`src/sv/fked_pkg.sv`:
```
package fked_pkg;

  localparam int unsigned MAX_CHUNK_DEF = 8;
  localparam int unsigned DEC_LEN       = 7;
  localparam int unsigned LEN_W         = 5;
  localparam int unsigned CODE_W        = 11;

  localparam logic [7:0] ESC_BYTE  = 8'o033;
  localparam logic [7:0] LBRACKET  = 8'o133;
  localparam logic [7:0] LETTER_O  = 8'o117;
  localparam logic [7:0] LETTER_P  = 8'o120;
  localparam logic [7:0] LETTER_S  = 8'o123;
  localparam logic [7:0] TILDE     = 8'o176;
  localparam logic [7:0] SEMICOLON = 8'o073;
  localparam logic [7:0] DIGIT_0   = 8'o060;
  localparam logic [7:0] DIGIT_1   = 8'o061;
  localparam logic [7:0] DIGIT_2   = 8'o062;
  localparam logic [7:0] DIGIT_3   = 8'o063;
  localparam logic [7:0] DIGIT_4   = 8'o064;
  localparam logic [7:0] DIGIT_5   = 8'o065;
  localparam logic [7:0] DIGIT_6   = 8'o066;
  localparam logic [7:0] DIGIT_7   = 8'o067;
  localparam logic [7:0] DIGIT_8   = 8'o070;
  localparam logic [7:0] DIGIT_9   = 8'o071;

  localparam logic [CODE_W-1:0] KEY_RUBOUT = 11'o177;
  localparam logic [CODE_W-1:0] KEY_F1     = 11'd1000;
  localparam logic [CODE_W-1:0] KEY_F5     = 11'd1004;
  localparam logic [CODE_W-1:0] KEY_F6     = 11'd1005;
  localparam logic [CODE_W-1:0] KEY_F7     = 11'd1006;
  localparam logic [CODE_W-1:0] KEY_F8     = 11'd1007;
  localparam logic [CODE_W-1:0] KEY_F9     = 11'd1008;
  localparam logic [CODE_W-1:0] KEY_F10    = 11'd1009;
  localparam logic [CODE_W-1:0] KEY_F11    = 11'd1010;
  localparam logic [CODE_W-1:0] KEY_F12    = 11'd1011;
  localparam logic [CODE_W-1:0] KEY_SF1    = 11'd1012;
  localparam logic [CODE_W-1:0] KEY_SF3    = 11'd1014;
  localparam logic [CODE_W-1:0] KEY_SF4    = 11'd1015;
  localparam logic [CODE_W-1:0] KEY_SF5    = 11'd1016;
  localparam logic [CODE_W-1:0] KEY_SF6    = 11'd1017;
  localparam logic [CODE_W-1:0] KEY_SF7    = 11'd1018;
  localparam logic [CODE_W-1:0] KEY_SF8    = 11'd1019;
  localparam logic [CODE_W-1:0] KEY_SF9    = 11'd1020;
  localparam logic [CODE_W-1:0] KEY_SF10   = 11'd1021;
  localparam logic [CODE_W-1:0] KEY_SF11   = 11'd1022;
  localparam logic [CODE_W-1:0] KEY_SF12   = 11'd1023;
  localparam logic [CODE_W-1:0] KEY_CF1    = 11'd1024;

  typedef logic [7:0] byte_arr_t [DEC_LEN];

  typedef struct packed {
    logic              found;
    logic [CODE_W-1:0] code;
  } key_t;

  function automatic key_t hit(input logic [CODE_W-1:0] code);
    key_t r;
    r.found = 1'b1;
    r.code  = code;
    return r;
  endfunction

  function automatic logic is_fn_letter(input logic [7:0] b);
    return (b >= LETTER_P) && (b <= LETTER_S);
  endfunction

  function automatic key_t decode_chunk(input byte_arr_t c, input logic [LEN_W-1:0] n);
    key_t r;
    logic [7:0] k;
    r = '0;
    k = c[3];
    if (n == LEN_W'(1)) begin
      r = hit({3'b000, c[0]});
    end else if (n >= LEN_W'(3) && c[0] == ESC_BYTE) begin
      if (n == LEN_W'(3) && c[1] == LETTER_O) begin
        if (is_fn_letter(c[2])) r = hit(KEY_F1 + CODE_W'(c[2][1:0]));
      end else if (c[1] == LBRACKET) begin
        if (n == LEN_W'(4) && c[2] == DIGIT_3 && c[3] == TILDE) begin
          r = hit(KEY_RUBOUT);
        end else if (n == LEN_W'(5) && c[4] == TILDE) begin
          case (c[2])
            DIGIT_1: begin
              case (k)
                DIGIT_5: r = hit(KEY_F5);
                DIGIT_7: r = hit(KEY_F6);
                DIGIT_8: r = hit(KEY_F7);
                DIGIT_9: r = hit(KEY_F8);
                default: r = '0;
              endcase
            end
            DIGIT_2: begin
              case (k)
                DIGIT_0: r = hit(KEY_F9);
                DIGIT_1: r = hit(KEY_F10);
                DIGIT_3: r = hit(KEY_F11);
                DIGIT_4: r = hit(KEY_F12);
                DIGIT_5: r = hit(KEY_SF3);
                DIGIT_6: r = hit(KEY_SF4);
                DIGIT_8: r = hit(KEY_SF5);
                DIGIT_9: r = hit(KEY_SF6);
                default: r = '0;
              endcase
            end
            DIGIT_3: begin
              case (k)
                DIGIT_1: r = hit(KEY_SF7);
                DIGIT_2: r = hit(KEY_SF8);
                DIGIT_3: r = hit(KEY_SF9);
                DIGIT_4: r = hit(KEY_SF10);
                default: r = '0;
              endcase
            end
            DIGIT_4: begin
              case (k)
                DIGIT_2: r = hit(KEY_SF11);
                DIGIT_3: r = hit(KEY_SF12);
                default: r = '0;
              endcase
            end
            default: r = '0;
          endcase
        end else if (n == LEN_W'(6) && c[2] == DIGIT_1 && c[3] == SEMICOLON) begin
          if (is_fn_letter(c[5])) begin
            if (c[4] == DIGIT_5)      r = hit(KEY_CF1 + CODE_W'(c[5][1:0]));
            else if (c[4] == DIGIT_2) r = hit(KEY_SF1 + CODE_W'(c[5][1:0]));
          end
        end else if (n == LEN_W'(7) && c[4] == SEMICOLON && c[5] == DIGIT_2
                     && c[6] == TILDE) begin
          if (c[2] == DIGIT_1) begin
            case (k)
              DIGIT_5: r = hit(KEY_SF5);
              DIGIT_7: r = hit(KEY_SF6);
              DIGIT_8: r = hit(KEY_SF7);
              DIGIT_9: r = hit(KEY_SF8);
              default: r = '0;
            endcase
          end else if (c[2] == DIGIT_2) begin
            case (k)
              DIGIT_0: r = hit(KEY_SF9);
              DIGIT_1: r = hit(KEY_SF10);
              DIGIT_3: r = hit(KEY_SF11);
              DIGIT_4: r = hit(KEY_SF12);
              default: r = '0;
            endcase
          end
        end
      end
    end
    return r;
  endfunction

endpackage

```
`src/sv/function_key_escape_decoder_top.sv`:
```
// Channel   Dir  Handshake                   Payload
// s_axis    in   s_axis_tvalid/tready        tdata[7:0] rx_byte, tlast end_of_chunk
// m_axis    out  m_axis_tvalid/tready        tdata[10:0] key_code, tuser key_found
//
// One byte per cycle while the input is not stalled; the chunk's last byte is taken
// into the input register, then decoded into the result register.
// Reset clears the byte count, the overflow flag and both valid flags.
// Input stalls only while a last byte waits in the input register behind an
// unread result.
module function_key_escape_decoder_top
  import fked_pkg::*;
#(
  parameter int unsigned MaxChunk = MAX_CHUNK_DEF
) (
  input  logic        clk_i,
  input  logic        rst_ni,
  input  logic        s_axis_tvalid,
  output logic        s_axis_tready,
  input  logic [7:0]  s_axis_tdata,   // [7:0] rx_byte
  input  logic        s_axis_tlast,   // end_of_chunk
  output logic        m_axis_tvalid,
  input  logic        m_axis_tready,
  output logic [15:0] m_axis_tdata,   // [10:0] key_code, [15:11] zero
  output logic        m_axis_tuser    // key_found
);

  localparam int unsigned CntW = $clog2(MaxChunk + 1);
  localparam int unsigned IdxW = $clog2(MaxChunk);

  logic            in_valid_q, in_valid_d;
  logic [7:0]      in_byte_q;
  logic            in_last_q;
  logic [CntW-1:0] count_q, count_d;
  logic            over_q, over_d;
  logic [7:0]      buf_q [MaxChunk];
  logic            out_valid_q, out_valid_d;
  key_t            out_key_q;

  logic            s_accept;
  logic            advance;
  logic            room;
  logic            load_out;
  logic [CntW-1:0] len;
  logic            over_now;
  byte_arr_t       view;
  key_t            dec_key;

  assign advance       = in_valid_q && (!in_last_q || !out_valid_q || m_axis_tready);
  assign s_axis_tready = !in_valid_q || advance;
  assign s_accept      = s_axis_tvalid && s_axis_tready;
  assign room          = count_q < CntW'(MaxChunk);
  assign load_out      = advance && in_last_q;
  assign len           = room ? count_q + CntW'(1) : count_q;
  assign over_now      = over_q || !room;

  always_comb begin
    for (int i = 0; i < DEC_LEN; i++) begin
      if (CntW'(i) < count_q)       view[i] = buf_q[i];
      else if (CntW'(i) == count_q) view[i] = in_byte_q;
      else                          view[i] = 8'h00;
    end
    dec_key = over_now ? key_t'('0) : decode_chunk(view, LEN_W'(len));
  end

  always_comb begin
    in_valid_d = in_valid_q;
    if (s_accept)     in_valid_d = 1'b1;
    else if (advance) in_valid_d = 1'b0;
    count_d = count_q;
    over_d  = over_q;
    if (advance) begin
      if (in_last_q) begin
        count_d = '0;
        over_d  = 1'b0;
      end else if (room) begin
        count_d = count_q + CntW'(1);
      end else begin
        over_d = 1'b1;
      end
    end
    out_valid_d = out_valid_q;
    if (load_out)           out_valid_d = 1'b1;
    else if (m_axis_tready) out_valid_d = 1'b0;
  end

  always_ff @(posedge clk_i or negedge rst_ni) begin
    if (!rst_ni) begin
      in_valid_q  <= 1'b0;
      count_q     <= '0;
      over_q      <= 1'b0;
      out_valid_q <= 1'b0;
    end else begin
      in_valid_q  <= in_valid_d;
      count_q     <= count_d;
      over_q      <= over_d;
      out_valid_q <= out_valid_d;
    end
  end

  always_ff @(posedge clk_i) begin
    if (s_accept) begin
      in_byte_q <= s_axis_tdata;
      in_last_q <= s_axis_tlast;
    end
    if (advance && !in_last_q && room) begin
      buf_q[count_q[IdxW-1:0]] <= in_byte_q;
    end
    if (load_out) begin
      out_key_q <= dec_key;
    end
  end

  assign m_axis_tvalid = out_valid_q;
  assign m_axis_tdata  = {(16 - CODE_W)'(0), out_key_q.code};
  assign m_axis_tuser  = out_key_q.found;

endmodule

```
`config.mk`:
```
export PLATFORM = sky130hd
export DESIGN_NAME = function_key_escape_decoder_top
export DESIGN_NICKNAME = d
export VERILOG_FILES = /design/src/sv/fked_pkg.sv /design/src/sv/function_key_escape_decoder_top.sv
export SDC_FILE = /design/constraint.sdc
export NUM_CORES = 1
export LEC_CHECK = 0
export BUFFER_PORTS_ARGS = -buffer_cell sky130_fd_sc_hd__buf_2
export CORE_ASPECT_RATIO = 2
export CORE_MARGIN = 2
export CORE_UTILIZATION = 55
export DETAILED_ROUTE_END_ITERATION = 7
export PLACE_DENSITY = 0.72
export SYNTH_ARGS = -nofsm -noshare
export SYNTH_HDL_FRONTEND = slang
export SYNTH_SLANG_ARGS = --single-unit
```
`constraint.sdc`:
```
create_clock -name clk_i -period 2.7 [get_ports clk_i]
set_input_delay 0.27 -clock clk_i [delete_from_list [all_inputs] [get_ports clk_i]]
set_output_delay 0.27 -clock clk_i [all_outputs]
set_load 0.02 [all_outputs]
```
==> impl_metrics.env, run 1 <==
export IMPL_status="complete, but fails checks"
export IMPL_violations="negative setup slack"
export IMPL_r2r_cells=12
export IMPL_switching_share=0.292
export IMPL_pwr_share_clk=0.320
export IMPL_utilization=0.748
export IMPL_p_int_mw=2.80
export IMPL_pwr_density_cell_mw_per_mm2=611
export IMPL_setup_viol=6
export IMPL_r2r_end="m_axis_tuser$_SDFFCE_PP0P_"
export IMPL_critical_path_buf_inv_count=4
export IMPL_finalHoldViolCount=0
export IMPL_core_area_mm2=0.00865
export IMPL_async_reset_ff_frac=0.0843
export IMPL_power_share_combinational=0.290
export IMPL_grt_setup_unrepaired="true"
export IMPL_cts_tree="yes"
export IMPL_clockRootBuffer="clkbuf_16"
export IMPL_gr_total_overflow=0
export IMPL_synth_top_cell_by_area="edfxtp_1"
export IMPL_hold_path_class="in2reg"
export IMPL_skew_ns=0.00663
export IMPL_grt_pass1_vias=4522
export IMPL_final_common_cell="buf_4"
export IMPL_cp_depth=12
export IMPL_clk_latency_ns=0.33
export IMPL_ios=32
export IMPL_diodes=0
export IMPL_drt_iter0_markers=282
export IMPL_syn2layout_area_growth_pct=31.8
export IMPL_io_buffer_count=26
export IMPL_htree_num_levels=3
export IMPL_place_gp_congestion=1.08
export IMPL_final_cell_mix="111 x buf_4, 76 x edfxtp_1, 26 x buf_2"
export IMPL_start_util=0.567
export IMPL_worstSetupStartpoint="count_q[0]$_DFFE_PN0P_"
export IMPL_slew_headroom=0.536
export IMPL_synth_ff_type="edfxtp_1"
export IMPL_worst_slew_pin_slew_ns=0.696
export IMPL_cp_max_fo=7
export IMPL_switchingPower_mw=1.15
export IMPL_clk_path_buf_depth=2
export IMPL_yosysWarnings=0
export IMPL_crit_chain="inv_2 -> ha_4 -> buf_4 -> mux2i_1 -> o22a_1 -> a221oi_2 -> buf_4 -> nand4_1 -> buf_4 -> a211oi_4 -> a211oi_4 -> a21oi_1"
export IMPL_synth_edf_count=76
export IMPL_grt_pass1_wl_um=23300
export IMPL_wl_per_cell_um=22.3
export IMPL_leakage_nw=2.36
export IMPL_p_seq_frac=0.391
export IMPL_cp_arrival_ns=2.94
export IMPL_routed_wl_um=15300
export IMPL_synth_cells=462
export IMPL_yosys_top_cells_area="edfxtp_1 47%, dfrtp_1 3.6%, nand4_1 2.7%"
export IMPL_cp_data_required_time_ns=2.88
export IMPL_peakVddDrop_v=0.000849
export IMPL_period_share=1.02
export IMPL_vias=4551
export IMPL_syn_area_per_cell_um2=10.6
export IMPL_synth_top_area_frac=0.465
export IMPL_rrSetupSlack_ns=-0.06
export IMPL_maxSlewViolCount=0
export IMPL_max_cap_violations=0
export IMPL_critPathTopFamily="compound AO/OA/AOI/OAI gates"
export IMPL_row_count=48
export IMPL_worstSetupPathType="reg2reg"
export IMPL_num_fill_cells=611
export IMPL_clock_sinks=83
export IMPL_die_h_um=138
export IMPL_dieWidth_um=70.8
export IMPL_synth_area_mm2=0.00490
export IMPL_track_usage=0.322
export IMPL_grt_max_degree=19
export IMPL_slowest_delay_ns=0.43
export IMPL_end_kind="register"
export IMPL_power_total_mw=3.95
export IMPL_cpMostUsedCell="buf_4"
export IMPL_synth_seq_area_share=0.501
export IMPL_cts_buffers_inserted=9
export IMPL_die_area_mm2=0.00974
export IMPL_drt_first_pass_iters=6
export IMPL_viasPerCell=6.61
export IMPL_drive_gt1_frac=0.357
export IMPL_drc=0
export IMPL_fmax_mhz=362
export IMPL_antenna_left=0
export IMPL_start_kind="register"
export IMPL_synth_distinct_cells=69
export IMPL_period_minus_slack_ns=2.76
export IMPL_worstSetupEndpoint="m_axis_tuser$_SDFFCE_PP0P_"
export IMPL_crit_slowest_cell="dfrtp_1"
export IMPL_synth_seq_cells=83
export IMPL_hpwlAfterDp_um=11600
export IMPL_final_nets=602
export IMPL_clk_pin_slew_ns=0.06
export IMPL_fin_ws_ns=-0.0591
export IMPL_reg2reg_from="count_q[0]$_DFFE_PN0P_"
export IMPL_antenna_found_initial=0
through the flow:
stage	setup slack, ns	std cells	hold WS, ns	TNS (ns)	cell area, µm²
floorplan	-0.0192	466	-0.0256	-0.0635	5020
global placement	-0.0438	667	0.113	-0.0980	5900
detailed placement	-0.124	667	0.120	-0.710	5900
CTS	0.00179	684	0.0993	0	6260
global route	-0.177	688	0.104	-1.07	6470
finish	-0.0591	688	0.113	-0.151	6470
state kept, by name, indices dropped and copies added (netlist names):
signal,flops
buf_q,56
m_axis_tdata,10
in_byte_q,8
count_q,4
in_last_q,1
in_valid_q,1
m_axis_tuser,1
m_axis_tvalid,1
over_q,1
synthesized netlist by cell type (4+ instances only):
cell type	instances
edfxtp_1	76
nand2_1	26
nor3_1	25
nor2_1	23
nand4_1	21
o21ai_0	20
a21oi_1	16
and2_1	15
clkbuf_1	15
nand3_1	15
a211oi_1	13
buf_4	10
inv_1	10
nor4_1	10
buf_2	8
mux2i_1	8
dfrtp_1	7
nor2b_1	7
o211ai_1	7
or3_1	7
nand2b_1	6
nor3b_1	6
o2111ai_1	6
o21ai_1	6
a221oi_1	5
ha_1	5
mux2_2	5
nand3b_1	5
nand4bb_1	5
nor4bb_1	5
o22ai_1	5
or4_1	5
nand4b_1	4
power by group through the flow:
stage                     Sequential [mW]  Clock, mW  Combinational [mW]
after detailed placement             1.57          0                1.05
after global routing                 1.55       1.32                1.22
after global placement               1.56          0                1.03
final                                1.54       1.26                1.14
after CTS                            1.54       1.28                1.06
after floorplan                      1.60          0               0.607
routing by layer:
layer / track usage / routed length [µm]
met1: 0.317 / 5110
met2: 0.580 / 8240
met3: 0.0585 / 767
met4: 0.254 / 1200
met5: 0 / 0
how the worst min path moves through the flow:
stage	start	endpoint	slack, ns	cells after the start
final	s_axis_tdata[0]	in_byte_q[0]$_DFFE_PP_	0.11	1
after CTS	s_axis_tdata[0]	in_byte_q[0]$_DFFE_PP_	0.1	1
after floorplan	rst_ni	count_q[0]$_DFFE_PN0P_	-0.03	0
after global routing	s_axis_tdata[7]	in_byte_q[7]$_DFFE_PP_	0.10	1
after detailed placement	rst_ni	m_axis_tvalid$_DFFE_PN0P_	0.12	1
after global placement	rst_ni	m_axis_tvalid$_DFFE_PN0P_	0.11	1
kinds of logic (layout without fill, tap and decap cells):
group | Yosys count | after routing | synth area share
AO/OA/AOI/OAI | 109 | 109 | 0.159
AND/OR/NAND/NOR | 205 | 205 | 0.250
XOR/XNOR | 1 | 1 | 0.00179
adder cells (fa/ha/maj) | 5 | 5 | 0.0128
flip-flops | 83 | 83 | 0.501
other | 1 | 5 | 0.000765
multiplexers | 13 | 13 | 0.0278
buffers and inverters | 45 | 167 | 0.0472
timing repair:
action | in CTS | in global routing
pin swaps | 4 | 15
hold buffers | 1 | 0
buffers inserted | 1 | 4
endpoints found under the setup margin | 10 | 10
hold endpoints to repair | 7 | 0
cloned | 0 | 0
resized for setup | 9 | 37
final cells by class:
type	instances	area, µm²	share of cell area
Timing Repair Buffer	142	1040	0.160
Clock inverter	5	78.8	0.0122
Clock buffer	10	229	0.0354
Tap cell	100	125	0.0193
Inverter	10	40.0	0.00619
Multi-Input combinational cell	338	2500	0.386
Sequential cell	83	2460	0.380
Note: power is estimated with default switching activity, not from simulation.
==> inputs of run 2 (changes only) <==
--- a/config.mk
+++ b/config.mk
@@ -8,9 +8,10 @@
 export BUFFER_PORTS_ARGS = -buffer_cell sky130_fd_sc_hd__buf_2
 export CORE_ASPECT_RATIO = 2
 export CORE_MARGIN = 2
-export CORE_UTILIZATION = 55
+export CORE_UTILIZATION = 45
 export DETAILED_ROUTE_END_ITERATION = 7
-export PLACE_DENSITY = 0.72
+export PLACE_DENSITY = 0.61
+export REMOVE_ABC_BUFFERS = 1
 export SYNTH_ARGS = -nofsm -noshare
 export SYNTH_HDL_FRONTEND = slang
 export SYNTH_SLANG_ARGS = --single-unit
==> run 2 against run 1 <==
  * The run still ends with negative setup slack left
  * Die area grew 21%
  * Critical path depth decreased by 1
  * Sequential share of layout area shrank 2.4 points
  * Non-clock buffer count increased by 37
  * Design area increased by 6.8%
  * First-iteration DRC count up 2.8%
  * Maximum frequency down 0.95%
  * Sequential power about the same
==> impl_metrics.env, run 2 (synthesis results as in run 1) <==
export IMPL_period_minus_slack_ns=2.79
export IMPL_tns_ns=-0.390
export IMPL_place_ws_ns=-0.452
export IMPL_status="complete, but fails checks"
export IMPL_die_area_mm2=0.0118
export IMPL_clk_path_buf_depth=2
export IMPL_switching_share=0.310
export IMPL_viasPerCell=6.02
export IMPL_end_kind="register"
export IMPL_io_buffer_count=26
export IMPL_period_share=1.03
export IMPL_cp_max_fo=7
export IMPL_diodes=0
export IMPL_antenna_found_initial=0
export IMPL_setup_viol=9
export IMPL_cts_tree="yes"
export IMPL_leakage_nw=2.66
export IMPL_utilization=0.643
export IMPL_syn2layout_area_growth_pct=40.8
export IMPL_p_seq_frac=0.383
export IMPL_ios=32
export IMPL_drt_iter0_markers=290
export IMPL_power_share_combinational=0.309
export IMPL_switchingPower_mw=1.26
export IMPL_row_count=54
export IMPL_cp_arrival_ns=2.87
export IMPL_worstSetupPathType="reg2reg"
export IMPL_hpwlAfterDp_um=12400
export IMPL_final_common_cell="buf_4"
export IMPL_start_util=0.457
export IMPL_final_nets=639
export IMPL_slew_headroom=0.501
export IMPL_grt_pass1_wl_um=24900
export IMPL_clk_latency_ns=0.34
export IMPL_peakVddDrop_v=0.000429
export IMPL_dieWidth_um=77.8
export IMPL_core_area_mm2=0.0107
export IMPL_clk_pin_slew_ns=0.06
export IMPL_grt_pass1_vias=4581
export IMPL_finalHoldViolCount=0
export IMPL_gr_total_overflow=0
export IMPL_htree_num_levels=3
export IMPL_largest_reg_flops=56
export IMPL_rrSetupSlack_ns=-0.09
export IMPL_place_gp_congestion=1.02
export IMPL_grt_max_degree=20
export IMPL_die_h_um=152
export IMPL_drc=0
export IMPL_max_cap_violations=0
export IMPL_grt_setup_unrepaired="true"
export IMPL_cp_data_required_time_ns=2.78
export IMPL_hold_path_class="in2reg"
export IMPL_drive_gt1_frac=0.422
export IMPL_antenna_left=0
export IMPL_vias=4609
export IMPL_p_int_mw=2.81
export IMPL_wl_per_cell_um=21.8
export IMPL_drt_first_pass_iters=5
export IMPL_maxSlewViolCount=0
export IMPL_fin_ws_ns=-0.0855
export IMPL_clock_sinks=83
export IMPL_final_cell_mix="144 x buf_4, 76 x edfxtp_1, 26 x buf_2"
export IMPL_pwr_share_clk=0.308
export IMPL_worst_slew_pin_slew_ns=0.749
export IMPL_skew_ns=0.00625
export IMPL_fmax_mhz=359
export IMPL_routed_wl_um=16700
export IMPL_cts_buffers_inserted=9
export IMPL_track_usage=0.284
export IMPL_pwr_density_cell_mw_per_mm2=589
export IMPL_clockRootBuffer="clkbuf_16"
export IMPL_start_kind="register"
export IMPL_violations="negative setup slack"
-- run 2: worst max-delay path: stages, from the launching register on --
cell       delay [ns]
dfrtp_1          0.39
buf_4            0.16
buf_4            0.15
or2_2            0.34
o21ai_0          0.18
buf_4            0.18
o21ai_0          0.17
o2111ai_2        0.15
o211ai_1         0.12
buf_4            0.16
a221oi_2         0.39
o211ai_1         0.14
-- run 2: repair_timing --
action | CTS | global route
endpoints found under the hold margin | 7 | 0
hold buffers | 1 | 0
endpoints found under the setup margin | 11 | 11
pin swaps | 15 | 26
buffers inserted | 9 | 10
gates cloned | 0 | 0
resized for setup | 50 | 40
-- run 2: area by class of cell --
class / instances / area (µm²)
multi-input combinational: 338 / 2610
sequential: 83 / 2460
inverter: 10 / 40.0
fill: 845 / 3830
clock inverter: 6 / 72.6
clock buffer: 10 / 229
timing repair buffer: 179 / 1320
tap: 140 / 175
-- run 2: final timing paths --
path                                                       to                       from  depth (start not counted)
worst min-delay path                   in_byte_q[2]$_DFFE_PP_            s_axis_tdata[2]                          1
max in group asynchronous              count_q[0]$_DFFE_PN0P_                     rst_ni                          2
worst min register to register      m_axis_tvalid$_DFFE_PN0P_  m_axis_tvalid$_DFFE_PN0P_                          1
min in group asynchronous              in_valid_q$_DFFE_PN0P_                     rst_ni                          2
worst max register to register  m_axis_tdata[7]$_SDFFCE_PP0P_     count_q[3]$_DFFE_PN0P_                         11
worst max-delay path            m_axis_tdata[7]$_SDFFCE_PP0P_     count_q[3]$_DFFE_PN0P_                         11
-- run 2: power by group through the flow --
stage / clock network, mW / registers [mW] / logic (mW)
final: 1.25 / 1.56 / 1.26
after global routing: 1.31 / 1.56 / 1.33
after CTS: 1.27 / 1.56 / 1.17
after detailed placement: 0 / 1.58 / 1.08
after global placement: 0 / 1.58 / 1.08
after floorplan: 0 / 1.62 / 0.504
-- run 2: stage by stage --
step                      cells  power, mW  hold slack (ns)  cell area [µm²]
after floorplan             431       2.12          -0.0256             4730
after global placement      732       2.65            0.115             6040
after detailed placement    732       2.66            0.113             6040
after CTS                   758       3.99            0.100             6660
after global routing        766       4.21           0.0960             6910
final                       766       4.07            0.100             6910
-- run 2: per-layer routing --
layer,vias to the layer above,global-route usage,share of wire
li1,2144,-,-
met3,71,0.0373,0.051
met2,194,0.509,0.52
met1,2200,0.305,0.35
met4,0,0.202,0.077
met5,-,0,0
==> inputs of run 3 (changes only) <==
--- a/config.mk
+++ b/config.mk
@@ -8,9 +8,10 @@
 export BUFFER_PORTS_ARGS = -buffer_cell sky130_fd_sc_hd__buf_2
 export CORE_ASPECT_RATIO = 2
 export CORE_MARGIN = 2
-export CORE_UTILIZATION = 45
+export CORE_UTILIZATION = 50
 export DETAILED_ROUTE_END_ITERATION = 7
-export PLACE_DENSITY = 0.61
+export PLACE_DENSITY = 0.66
+export RECOVER_POWER = 100
 export REMOVE_ABC_BUFFERS = 1
 export SYNTH_ARGS = -nofsm -noshare
 export SYNTH_HDL_FRONTEND = slang
==> run 3 against run 2 <==
  * Sequential share of layout area down 0.29 points
  * Routed wire length about the same
  * Die area shrank 9.6%
  * The flow still finishes with violations (negative setup slack)
  * Combinational power increased by 4%
  * Sequential power hardly changed
  * Power grew 0.98%
  * Maximum frequency increased by 2.0%
  * Largest cell class unchanged
  * Global-route usage up 4.6 points
==> impl_metrics.env, run 3 (synthesis results as in run 1) <==
export IMPL_status="complete, but fails checks"
export IMPL_violations="negative setup slack"
export IMPL_gr_total_overflow=0
export IMPL_pwr_density_cell_mw_per_mm2=589
export IMPL_wl_per_cell_um=22.1
export IMPL_critPathTopFamily="simple AND/OR/NAND/NOR gates"
export IMPL_period_minus_slack_ns=2.73
export IMPL_power_total_mw=4.11
export IMPL_cts_buffers_inserted=9
export IMPL_routed_wl_um=16700
export IMPL_end_kind="register"
export IMPL_clk_path_buf_depth=2
export IMPL_slew_headroom=0.538
export IMPL_io_buffer_count=26
export IMPL_diodes=0
export IMPL_final_cell_mix="119 x buf_4, 76 x edfxtp_1, 27 x clkbuf_1"
export IMPL_clock_sinks=83
export IMPL_clk_pin_slew_ns=0.06
export IMPL_worst_slew_pin_slew_ns=0.690
export IMPL_die_area_mm2=0.0107
export IMPL_clk_latency_ns=0.35
export IMPL_start_kind="register"
export IMPL_hpwlAfterDp_um=12500
export IMPL_place_gp_congestion=0.975
export IMPL_maxSlewViolCount=0
export IMPL_cp_max_fo=9
export IMPL_ios=32
export IMPL_viasPerCell=6.25
export IMPL_track_usage=0.330
export IMPL_whs_ns=0.0941
export IMPL_cts_tree="yes"
export IMPL_cp_arrival_ns=2.94
export IMPL_cp_data_required_time_ns=2.91
export IMPL_clockRootBuffer="clkbuf_16"
export IMPL_row_count=51
export IMPL_largest_reg_flops=56
export IMPL_dieWidth_um=74.0
export IMPL_antenna_left=0
export IMPL_finalHoldViolCount=0
export IMPL_start_util=0.509
export IMPL_antenna_found_initial=0
export IMPL_syn2layout_area_growth_pct=42.1
export IMPL_peakVddDrop_v=0.000817
export IMPL_crit_chain="clkbuf_1 -> nand4b_1 -> or4_1 -> mux2i_2 -> buf_4 -> nand2_1 -> nor3_1 -> buf_4 -> nor3_1 -> a21oi_2"
export IMPL_leakage_nw=2.53
export IMPL_drt_iter0_markers=289
export IMPL_grt_setup_unrepaired="true"
export IMPL_crit_slowest_cell="or4_1"
export IMPL_vias=4732
export IMPL_slowest_delay_ns=0.49
export IMPL_skew_ns=0.00988
export IMPL_die_h_um=144
export IMPL_drt_first_pass_iters=5
export IMPL_final_nets=638
export IMPL_drc=0
export IMPL_place_ws_ns=-0.316
export IMPL_grt_pass1_wl_um=25500
export IMPL_grt_pass1_vias=4961
export IMPL_worstSetupPathType="reg2reg"
export IMPL_htree_num_levels=3
export IMPL_period_share=1.01
export IMPL_drive_gt1_frac=0.403
export IMPL_fmax_mhz=366
export IMPL_critical_path_buf_inv_count=3
export IMPL_hold_path_class="in2reg"
export IMPL_final_common_cell="buf_4"
export IMPL_fin_ws_ns=-0.0317
export IMPL_core_area_mm2=0.00964
export IMPL_grt_max_degree=19
export IMPL_dp_cells=725
export IMPL_setup_viol=1
export IMPL_max_cap_violations=0
export IMPL_fin_cells=757
[run 3: cell types whose count changed in the layout (fill, tap and decap cells not counted), moves of 3 or more]
cell      before  now
buf_2         26   12
and2_4         0    3
clkbuf_1       1   27
buf_4        144  119
buf_6          7   17
[run 3: layer usage]
metal | global-route usage | part of all wire | vias up
li1 | - | - | 2143
met1 | 0.317 | 0.33 | 2270
met2 | 0.589 | 0.54 | 215
met3 | 0.0544 | 0.046 | 104
met4 | 0.269 | 0.083 | 0
met5 | 0 | 0 | -
[run 3: metrics by stage]
stage,utilization,area [µm²],setup TNS [ns]
6_report,0.724,6970,-0.0317
5_1_grt,0.724,6970,-0.642
4_1_cts,0.695,6700,-0.00975
3_5_place_dp,0.628,6050,-2.36
3_3_place_gp,0.628,6050,-1.59
2_1_floorplan,-,4730,-3.47
[run 3: path summary, 6_finish.rpt]
kind                                                 from                    endpoint  slack (ns)  depth (start not counted)
min in group asynchronous                          rst_ni   m_axis_tvalid$_DFFE_PN0P_        0.39                          2
worst max register to register     in_byte_q[5]$_DFFE_PP_  m_axis_tuser$_SDFFCE_PP0P_       -0.03                         10
max in group asynchronous                          rst_ni      count_q[2]$_DFFE_PN0P_        1.94                          2
worst max-delay path               in_byte_q[5]$_DFFE_PP_  m_axis_tuser$_SDFFCE_PP0P_       -0.03                         10
worst min-delay path                      s_axis_tdata[5]      in_byte_q[5]$_DFFE_PP_        0.09                          1
worst min register to register  m_axis_tvalid$_DFFE_PN0P_   m_axis_tvalid$_DFFE_PN0P_        0.54                          1
[run 3: final cells by class]
class | count | area [µm²]
Multi-Input combinational cell | 338 | 2710
Fill cell | 733 | 2660
Sequential cell | 83 | 2460
Timing Repair Buffer | 178 | 1290
Clock buffer | 11 | 243
Tap cell | 132 | 165
Clock inverter | 5 | 61.3
Inverter | 10 | 40.0
[run 3: worst reg2reg max path: stages (launching register included)]
cell and delay (ns):
edfxtp_1 0.38, clkbuf_1 0.28, nand4b_1 0.28, or4_1 0.49, mux2i_2 0.24, buf_4 0.16
nand2_1 0.04, nor3_1 0.31, buf_4 0.21, nor3_1 0.06, a21oi_2 0.13
[run 3: timing repair]
action,CTS,global route
hold buffers,1,0
endpoints found under the hold margin,7,0
resized for setup,58,62
endpoints found under the setup margin,10,11
gates cloned,0,0
pin swaps,14,19
buffers inserted,8,10
[run 3: report_power, final]
part	switching (mW)	internal, mW	leakage (nW)	total (mW)
logic	0.711	0.600	1.61	1.31
clock network	0.496	0.744	0.138	1.24
registers	0.0583	1.50	0.785	1.56
